$ cat src/design/tsf_pkg.sv
package tsf_pkg;

    localparam int PACKET_BYTES      = 188;
    // Table depth is a power of two, so a PID maps to an entry by its low bits
    localparam int PID_TABLE_ENTRIES = 8192;

    localparam int PID_W      = 13;
    localparam int PID_ADDR_W = $clog2(PID_TABLE_ENTRIES);
    localparam int LEFT_W     = $clog2(PACKET_BYTES);

    localparam logic [7:0] SYNC_BYTE = 8'h47;

    localparam logic CMD_DATA      = 1'b0;
    localparam logic CMD_PID_WRITE = 1'b1;

    typedef struct packed {
        logic             cmd;
        logic [7:0]       data_byte;
        logic [PID_W-1:0] pid_sel;
        logic             pid_enable;
    } in_t;

    typedef struct packed {
        logic [7:0] out_byte;
        logic       packet_first;
        logic       packet_last;
    } out_t;

    typedef struct packed {
        logic       valid;
        logic [7:0] data;
    } cell_t;

    typedef struct packed {
        logic                  en;
        logic [PID_ADDR_W-1:0] addr;
        logic                  val;
    } tbl_wr_t;

endpackage

$ cat src/design/tsf_cell.sv
module tsf_cell (
    input  logic          aclk,
    input  logic          aresetn,
    input  logic          shift,
    input  tsf_pkg::cell_t cell_in,
    output tsf_pkg::cell_t cell_out
);

    logic       valid_reg;
    logic [7:0] data_reg;

    always_ff @(posedge aclk) begin
        if (!aresetn) begin
            valid_reg <= 1'b0;
        end else if (shift) begin
            valid_reg <= cell_in.valid;
        end
    end

    always_ff @(posedge aclk) begin
        if (shift) begin
            data_reg <= cell_in.data;
        end
    end

    assign cell_out.valid = valid_reg;
    assign cell_out.data  = data_reg;

endmodule

$ cat config.mk
export PLATFORM = sky130hd
export DESIGN_NAME = tsf_cell
export DESIGN_NICKNAME = d
export VERILOG_FILES = /design/src/design/tsf_pkg.sv /design/src/design/tsf_cell.sv
export SDC_FILE = /design/constraint.sdc
export NUM_CORES = 1
export LEC_CHECK = 0
export BUFFER_PORTS_ARGS = -buffer_cell sky130_fd_sc_hd__buf_2
export CORE_AREA = 2 2 39 41
export DETAILED_ROUTE_END_ITERATION = 10
export DIE_AREA = 0 0 41 43
export HOLD_SLACK_MARGIN = 0.1
export PLACE_DENSITY = 0.57
export SLEW_MARGIN = 20
export SYNTH_ARGS = -nofsm -noshare
export SYNTH_HDL_FRONTEND = slang
export SYNTH_SLANG_ARGS = --single-unit
$ cat constraint.sdc
create_clock -name aclk -period 0.8 [get_ports aclk]
set_clock_uncertainty 0.05 [all_clocks]
set_input_delay 0.2 -clock aclk [delete_from_list [all_inputs] [get_ports aclk]]
set_output_delay 0.2 -clock aclk [all_outputs]
set_load 0.02 [all_outputs]
==> results by group <==
Run status
  • Status: finished with violations
  • Violated checks: negative setup slack

Floorplanning
  • Die Area: 1763 um2
  • Die Span X: 41 um
  • Core area: 1384 um2
  • Std cell rows: 14
  • Ports: 21
  • Die H: 43 um
  • Initial Utilization: 20.52%

Cells and area
  • Share of cells above drive strength 1: 68.57%
  • Max reg flops: 8
  • Commonest non-fill, non-tap cell in the layout: buf_2
  • Nets: 48
  • Most frequent cells in the layout: 11 x buf_2, 9 x buf_6, 8 x edfxtp_1, 3 x clkbuf_4
  • Final core utilization: 34.72%
  • Design Area, Final: 480.5 um2
  • Area delta synth->final: 69.16%
  • Antenna fix cells: 0

Logic synthesis
  • Syn nets: 24
  • Number of synthesized register bits: 9
  • Top post-synthesis cells by area: edfxtp_1 85%, dfxtp_1 7.0%, mux2i_1 3.5%
  • Cell taking the most area after synthesis: edfxtp_1
  • Yosys warnings: 0
  • Post-Syn Area: 284.0 um2
  • Synth cell types: 5
  • Syn Area/Cell: 23.67 um2
  • Top cell type's share of synthesized area: 84.58%
  • Post-Synthesis Cells: 12
  • Seq/Total Area, Yosys: 91.63%

Clocking
  • CTS tree: yes
  • CTS H-tree lvls: 1
  • Num CTS Buffers: 3
  • Clock root buffer: clkbuf_4
  • CTS max path bufs: 2
  • Clk_lat worst skew: 0.25 ns
  • Clock-pin slew on the worst setup and hold paths: 0.06 ns
  • Clock sinks: 9

Setup path
  • Critical path launch point type: register
  • Slowest-stage cell, CP: edfxtp_1
  • Max incr delay on CP: 0.41 ns
  • Crit Path Max Fanout: 1
  • CP endpoint kind: output pin
  • Worst path buffer plus inverter count: 1
  • CP top delay family: flip-flops
  • Critical path arrival: 0.81 ns
  • Data required time of the critical path: 0.55 ns
  • CP Cell Sequence: buf_6
  • Crit path kind: register to output pin

Global routing
  • Largest net degree at the start of global routing: 10
  • First-pass GRT wire length: 800 um
  • Remaining global-route overflow: 0
  • Initial antenna violation count: 0
  • Number of global-route vias before repair: 186
  • Tot GR Track Use: 7.849%

Power and ir drop
  • PD cells: 2206 nW/um2
  • Power Total: 0.001060 W
  • Leak: 0.2073 nW
  • Max rail drop VDD: 0.7282 mV

STA
  • Slew Limit Fails: 0
  • Relative slew slack: 86.34%
  • Unrepaired setup endpoints after global routing: true
  • Hold slack: 0.07213 ns
  • Final setup vio count: 9
  • Final hold vios: 0
  • Fmax: 945.6 MHz
  • Actual slew at the worst max-slew pin: 0.2049 ns
  • Final WS setup: -0.2576 ns
  • Fin crit share: 132.2%
  • Minimum clock period: 1.058 ns
  • Post-Route Setup TNS: -2.010 ns

Detailed routing
  • Via Count: 198
  • DR DRC count: 0
  • Routed WL per cell: 11.24 um
  • DR pass1 iterations: 3
  • Routed vias/inst: 3.882
  • Wirelength, routed: 573 um
  • Antenna Nets Post-Route: 0
  • Iter 0 DRT Violations: 8

Place
  • Placed cell area: 396.6 um2
  • Dpl hpwl: 432.8 um
  • Port-buffer cells: 20
  • Final GP Congestion: 0.6045

Min path
  • Worst hold path type: input port to register

Job
  • Max cap viols: 0
==> repair_timing <==
action                                  4_1_cts  5_1_grt
endpoints found under the setup margin        9        9
pin swaps                                     0        0
gates resized for setup                       7       12
setup buffers                                 0        0
hold endpoints to repair                      8        9
==> Yosys cell counts (all sizes together) <==
master and instances:
buf 1, mux2i 1, nor2b 1, edfxtp 8
dfxtp 1
==> layout make-up <==
cell class / instances / area [um2]
Timing Repair Buffer: 20 / 156.4
Fill cell: 130 / 903.4
Sequential cell: 9 / 261.5
Multi-Input combinational cell: 2 / 16.27
Clock buffer: 4 / 26.28
Tap cell: 16 / 20.02
==> metal layers <==
metal / global-route usage (%) / vias up / part of all wire [%]
met5: 0 / - / 0
met2: 9.375 / 21 / 39
li1: - / 89 / -
met3: 7.853 / 0 / 15
met1: 8.784 / 88 / 46
met4: 4.000 / 0 / 0
==> worst reg2reg max path: cells and delay by family (launching register included) <==
kind	cells	cell delay (ns)
muxes	1	0.12
DFF	1	0.32
and+or+nand+nor	1	0.06
==> through the flow <==
step	setup slack, ns	instances
2_1_floorplan	0.1005	12
6_report	-0.2576	51
3_3_place_gp	-0.01619	47
5_1_grt	-0.3113	51
4_1_cts	-0.2887	51
3_5_place_dp	-0.04343	47
==> where the power goes <==
part | internal, W | switching, W
registers | 0.000553 | 0.0000188
clock network | 0.000191 | 0.000140
logic | 0.0000845 | 0.0000725
==> worst paths after layout <==
| kind | start | endpoint | slack [ns] | cells after the start |
|---|---|---|---|---|
| max | data_reg[4] | cell_out[4] | -0.26 | 1 |
| min | cell_in[2] | data_reg[2] | 0.07 | 1 |
| max reg2reg | valid_reg | valid_reg | 0.14 | 2 |
| min reg2reg | valid_reg | valid_reg | 0.48 | 2 |
==> kinds of logic after synthesis <==
logic type / after synthesis / share of synthesized area, %
flops: 9 / 91.63
mux: 1 / 3.524
simple gates: 1 / 2.204
buf+inv: 1 / 2.644
(Power assumes the default switching activity.)
