**src/design/tsf_pkg.sv**
```systemverilog
package tsf_pkg;

    localparam int PACKET_BYTES      = 188;
    // Table depth is a power of two, so a PID maps to an entry by its low bits
    localparam int PID_TABLE_ENTRIES = 8192;

    localparam int PID_W      = 13;
    localparam int PID_ADDR_W = $clog2(PID_TABLE_ENTRIES);
    localparam int LEFT_W     = $clog2(PACKET_BYTES);

    localparam logic [7:0] SYNC_BYTE = 8'h47;

    localparam logic CMD_DATA      = 1'b0;
    localparam logic CMD_PID_WRITE = 1'b1;

    typedef struct packed {
        logic             cmd;
        logic [7:0]       data_byte;
        logic [PID_W-1:0] pid_sel;
        logic             pid_enable;
    } in_t;

    typedef struct packed {
        logic [7:0] out_byte;
        logic       packet_first;
        logic       packet_last;
    } out_t;

    typedef struct packed {
        logic       valid;
        logic [7:0] data;
    } cell_t;

    typedef struct packed {
        logic                  en;
        logic [PID_ADDR_W-1:0] addr;
        logic                  val;
    } tbl_wr_t;

endpackage

```
**src/design/tsf_out_buf.sv**
```systemverilog
module tsf_out_buf (
    input  logic          aclk,
    input  logic          aresetn,
    input  logic          push,
    input  tsf_pkg::out_t push_data,
    output logic          full,
    output logic          m_valid,
    input  logic          m_ready,
    output tsf_pkg::out_t m_payload
);

    logic          main_valid_reg;
    tsf_pkg::out_t main_data_reg;
    logic          skid_valid_reg;
    tsf_pkg::out_t skid_data_reg;

    logic main_free;

    assign main_free = !main_valid_reg || m_ready;

    always_ff @(posedge aclk) begin
        if (!aresetn) begin
            main_valid_reg <= 1'b0;
            skid_valid_reg <= 1'b0;
        end else if (main_free) begin
            if (skid_valid_reg) begin
                main_valid_reg <= 1'b1;
                skid_valid_reg <= 1'b0;
            end else begin
                main_valid_reg <= push;
            end
        end else if (push) begin
            skid_valid_reg <= 1'b1;
        end
    end

    always_ff @(posedge aclk) begin
        if (main_free) begin
            main_data_reg <= skid_valid_reg ? skid_data_reg : push_data;
        end else if (push) begin
            // Hold the transaction aside while the output stalls
            skid_data_reg <= push_data;
        end
    end

    assign full      = skid_valid_reg;
    assign m_valid   = main_valid_reg;
    assign m_payload = main_data_reg;

endmodule
```
**config.mk**
```make
export PLATFORM = sky130hd
export DESIGN_NAME = tsf_out_buf
export DESIGN_NICKNAME = d
export VERILOG_FILES = /design/src/design/tsf_pkg.sv /design/src/design/tsf_out_buf.sv
export SDC_FILE = /design/constraint.sdc
export NUM_CORES = 1
export LEC_CHECK = 0
export ABC_CLOCK_PERIOD_IN_PS = 1500
export BUFFER_PORTS_ARGS = -buffer_cell sky130_fd_sc_hd__buf_4
export CAP_MARGIN = 5
export CELL_PAD_IN_SITES_DETAIL_PLACEMENT = 2
export CELL_PAD_IN_SITES_GLOBAL_PLACEMENT = 2
export CORE_MARGIN = 3
export CORE_UTILIZATION = 31
export DETAILED_ROUTE_END_ITERATION = 8
export PLACE_DENSITY = 0.68
export SYNTH_ARGS = -nofsm -noshare
export SYNTH_HDL_FRONTEND = slang
export SYNTH_SLANG_ARGS = --single-unit
```
**constraint.sdc**
```tcl
create_clock -name aclk -period 1.5 [get_ports aclk]
set_input_delay 0.15 -clock aclk [delete_from_list [all_inputs] [get_ports aclk]]
set_output_delay 0.15 -clock aclk [all_outputs]
set_load 0.02 [all_outputs]
```
==> flow_summary.toml, run 1 <==
[logic_synthesis]
avgSynthCellArea_sq_um = 21.6
synth-compound-area-share_pct = 0.890
syn_area_sq_um = 843
synth_xor_area_share_pct = 0
ys_warn_count = 0
synthSimpleGateAreaFrac_pct = 4.01
yosysUniqueCellTypes = 11
yosys-top-cells-area = "edfxtp_1 71%, mux2_4 16%, dfxtp_1 4.7%"
ys_ff_latch = 22
yosysSeqAreaShare_pct = 76.0
netlist.area_leader.share_pct = 71.2
synthCells = 39
syn-num-nets = 53
synthAdderAreaFrac_pct = 0
synthMuxAreaShare_pct = 17.4
synth_top_family_by_area = "multiplexers"
yosysTopAreaCell = "edfxtp_1"

[cts]
insertion_delay_ns = 0.30
cts_tree = "done"
cts-root-buf = "clkbuf_4"
tritoncts_num_sinks = 22
clk_path_buf_depth = 2
cts.htree.levels = 1
cts_made_buffers = 3
cts.reportedPaths.clkPinSlew_ns = 0.12

[floorplanning]
die_y_um = 58.2
std_cell_rows = 18
die_width_um = 58.2
start_util_pct = 33.4
core-area_sq_um = 2520
io_pins = 26
dieArea_sq_um = 3380

[flow_run]
drv_cap = 0

[route]
vias = 468
antenna_left = 0
drtPass1Iterations = 2
drc_errors = 0
via_per_inst = 4.46
wl_mm = 1.54
drt_iter0_drc = 10
wl_per_cell_um = 14.6

[setup_path]
cp_slowest_stage_delay_ns = 0.35
cpMaxStageDelayCell = "dfxtp_1"
cp_data_arrival_time_ns = 1.19
crit_type = "register to register"
crit_chain = "buf_4 -> mux2_2"
cp_data_required_time_ns = 1.56
end_kind = "register"
cp-start-kind = "register"
cp_top_family = "flip-flops"
critical_path.max_fanout = 7
path_buf_inv = 1

[finish]
final_util_pct = 46.9
mostFrequentLayoutCell = "buf_4"
final_cell_mix = "29 x buf_4, 20 x edfxtp_1, 9 x mux2_4"
regArea_sq_um = 641
num-fill-cells = 248
fin_cells = 105
multi_input_area_sq_um = 190
drive_above_1_share_pct = 61.3
syn2layout_area_growth_pct = 40.2
nets = 90
stdcell_area_sq_um = 1180
antenna_cells = 0

[power_and_ir_drop]
power_frac_comb_pct = 11.9
p_per_area_nw_per_um2 = 1110
internal_power_mw = 1.06
p_sw_share_pct = 19.1
p_total_mw = 1.31
p_sw_mw = 0.250
pwr-share-clk_pct = 33.7
seqPwrFrac_pct = 54.4
leakagePower_nw = 0.481
vdd.ir_drop.worst_uv = 667

[timing]
finalCritPeriodShare_pct = 75.2
final_max_slew_viol_count = 0
setup_viol = 0
rsz0062_at_grt = "no"
holdWs_ns = 0.0287
hold_viol = 0
worst_slew_pin_slew_ns = 0.167
tns_ns = 0
fmax_ghz = 0.886
slew_headroom_pct = 88.9
finalClockSkew_ns = 0.00686
min_period_ns = 1.13
worst_slack_ns = 0.372

[global_routing]
busiest_layer = "met2"
overflow = 0
use_met2_pct = 16.8
grt_pass1_wl_mm = 2.41
use_met1_pct = 11.9
use_met3_pct = 4.68
grt_pass1_vias = 482
grt_use_total_pct = 9.90
antenna_found_initial = 0
grt_max_degree = 14

[placement]
placed_area_sq_um = 1090
post-place-ws_ns = 0.380
dp_hpwl_mm = 1.13
place_inst = 97
numPortBuffers = 25
place.gp.congestion = 0.637

[status]
status = "finished, final reports clean"

[worst_hold_path]
hold_class = "input pin to register"
-- worst reg2reg max path, cell delays in order, from the launching register on --
cell     delay, ns
dfxtp_1       0.35
buf_4         0.19
mux2_2        0.35
-- repair_timing --
| action | in CTS | in global routing |
|---|---|---|
| buffers inserted | 0 | 0 |
| resized for setup | 0 | 0 |
| endpoints found under the hold margin | 0 | 4 |
| hold buffers | 0 | 4 |
-- layout make-up --
| type | count | area share [%] |
|---|---|---|
| clock buffers | 3 | 1.90 |
| clock inverters | 1 | 2.54 |
| inverters | 1 | 0.317 |
| multi-input cells | 15 | 16.1 |
| flip-flops and latches | 22 | 54.2 |
| well taps | 30 | 3.17 |
| repair buffers | 33 | 21.8 |
-- routing by layer --
layer,up-vias,share of wire (%)
met4,0,0
met2,20,52
met5,-,0
li1,222,-
met3,0,8.6
met1,226,39
-- cells in the mapped netlist --
library cell  number
nor2_1             1
mux2_2             1
nor3b_2            1
nor2_4             1
buf_6              1
inv_1              1
a21boi_1           1
nand2b_1           1
edfxtp_1          20
mux2_4             9
dfxtp_1            2
-- power by group through the flow --
| stage | clock [mW] | sequential, mW | combinational (mW) |
|---|---|---|---|
| floorplan | 0 | 0.755 | 0.0403 |
| global placement | 0 | 0.723 | 0.146 |
| detailed placement | 0 | 0.725 | 0.149 |
| CTS | 0.461 | 0.712 | 0.150 |
| global route | 0.484 | 0.715 | 0.166 |
| finish | 0.441 | 0.711 | 0.155 |
-- logic make-up (layout without fill, tap and decap cells) --
family | after synthesis | in the layout
flip-flops | 22 | 22
multiplexers | 10 | 10
AND/OR/NAND/NOR | 4 | 4
buffers and inverters | 2 | 38
AO/OA/AOI/OAI | 1 | 1
-- final timing paths --
check,from,to,slack [ns],cells past startpoint
min,push_data[2],skid_data_reg[2],0.03,1
min reg2reg,skid_data_reg[6],m_payload[6],0.57,1
max reg2reg,full,m_payload[7],0.37,2
max,full,m_payload[7],0.37,2
Note: power is estimated with default switching activity, not from simulation.
==> inputs of run 2 (changes only) <==
- ABC_CLOCK_PERIOD_IN_PS: 1500 -> 900
- clock period: 1.5 -> 0.9 ns (I/O delays scaled with it)
==> flow_summary.toml, run 2 (synthesis gave the netlist of run 1 again) <==
[status]
status = "complete, but fails checks"
violations = "negative setup slack"

[worst_hold_path]
hold_class = "input pin to register"
hold_start = "aresetn"

[placement]
place.gp.congestion = 0.629
numPortBuffers = 25
dp_hpwl_mm = 1.20
placed_area_sq_um = 1130

[timing]
hold_viol = 0
worst_slew_pin_slew_ns = 0.131
slew_headroom_pct = 91.2
fmax_ghz = 0.929
finalCritPeriodShare_pct = 120
rsz0062_at_grt = "yes"
min_period_ns = 1.08
final_max_slew_viol_count = 0
finalClockSkew_ns = 0.00632
setup_viol = 33
worst_slack_ns = -0.176

[cts]
cts_tree = "done"
cts-root-buf = "clkbuf_4"
cts.htree.levels = 1
tritoncts_num_sinks = 22
cts_made_buffers = 3
cts.reportedPaths.clkPinSlew_ns = 0.12
insertion_delay_ns = 0.31
clk_path_buf_depth = 2

[power_and_ir_drop]
p_sw_mw = 0.439
seqPwrFrac_pct = 60.4
leakagePower_nw = 0.550
p_per_area_nw_per_um2 = 1450
p_sw_share_pct = 22.3
internal_power_mw = 1.53
power_frac_comb_pct = 16.8
vdd.ir_drop.worst_uv = 986
pwr-share-clk_pct = 22.8
p_total_mw = 1.97

[setup_path]
r2r_slack_ns = -0.18
startpoint = "full"
critical_path.max_fanout = 3
r2r-start = "full"
end_kind = "register"
cp-start-kind = "register"
cp_data_required_time_ns = 0.97
cp_data_arrival_time_ns = 1.15
crit_type = "register to register"

[finish]
regArea_sq_um = 648
syn2layout_area_growth_pct = 61.0
num-fill-cells = 232
drive_above_1_share_pct = 61.6
final_util_pct = 53.8
multi_input_area_sq_um = 203
final_cell_mix = "20 x edfxtp_1, 16 x buf_4, 15 x buf_6"
nets = 101
stdcell_area_sq_um = 1360
antenna_cells = 0
mostFrequentLayoutCell = "edfxtp_1"

[global_routing]
grt_max_degree = 13
grt_pass1_wl_mm = 3.04
antenna_found_initial = 0
grt_use_total_pct = 12.5
overflow = 0
grt_pass1_vias = 623

[route]
wl_per_cell_um = 16.4
vias = 517
drc_errors = 0
via_per_inst = 4.46
antenna_left = 0
drtPass1Iterations = 4
drt_iter0_drc = 18
wl_mm = 1.90

[floorplanning]
die_y_um = 58.2
core-area_sq_um = 2520
io_pins = 26
die_width_um = 58.2
std_cell_rows = 18
start_util_pct = 33.4
dieArea_sq_um = 3380

[flow_run]
drv_cap = 0
[run 2: area by class of cell]
type                    instances  share of cell area, %
flip-flops and latches         22                   47.7
repair buffers                 44                   32.4
multi-input cells              15                   14.9
well taps                      30                   2.76
clock buffers                   3                   1.66
clock inverters                 1                  0.276
inverters                       1                  0.276
[run 2: through the flow]
stage | hold slack, ns | TNS [ns] | setup WS [ns] | cells
after detailed placement | 0.281 | -2.19 | -0.178 | 98
after global routing | 0.0165 | -4.59 | -0.195 | 116
final | 0.0371 | -3.28 | -0.176 | 116
after floorplan | 0.189 | -3.37 | -0.187 | 39
after global placement | 0.281 | -2.01 | -0.162 | 98
after CTS | 0.0381 | -3.05 | -0.152 | 115
[run 2: final timing paths]
check,cells past startpoint,end
max,2,m_payload[7]
min,2,m_valid
max reg2reg,2,m_payload[7]
min reg2reg,1,m_payload[0]
[run 2: metal layers]
metal	GRT usage [%]	vias up	wire [um]
met3	4.68	3	94
met2	23.4	16	999
met4	1.99	0	11
li1	-	243	-
met1	13.4	255	791
met5	0	-	0
[run 2: critical path: stages (launching register included)]
cell and delay (ns):
dfxtp_4 0.39, buf_4 0.12, mux2_2 0.33
[run 2: what timing repair did]
item,CTS,global route
buffers inserted,3,1
gates resized for setup,16,3
hold endpoints to repair,10,0
pin swaps,1,3
endpoints found under the setup margin,41,41
hold buffers,10,0
[run 2: power groups by stage]
| stage | combinational, mW | clock, mW | sequential (mW) |
|---|---|---|---|
| finish | 0.331 | 0.449 | 1.19 |
| CTS | 0.328 | 0.468 | 1.19 |
| floorplan | 0.0730 | 0 | 1.26 |
| detailed placement | 0.258 | 0 | 1.21 |
| global route | 0.356 | 0.511 | 1.20 |
| global placement | 0.253 | 0 | 1.21 |
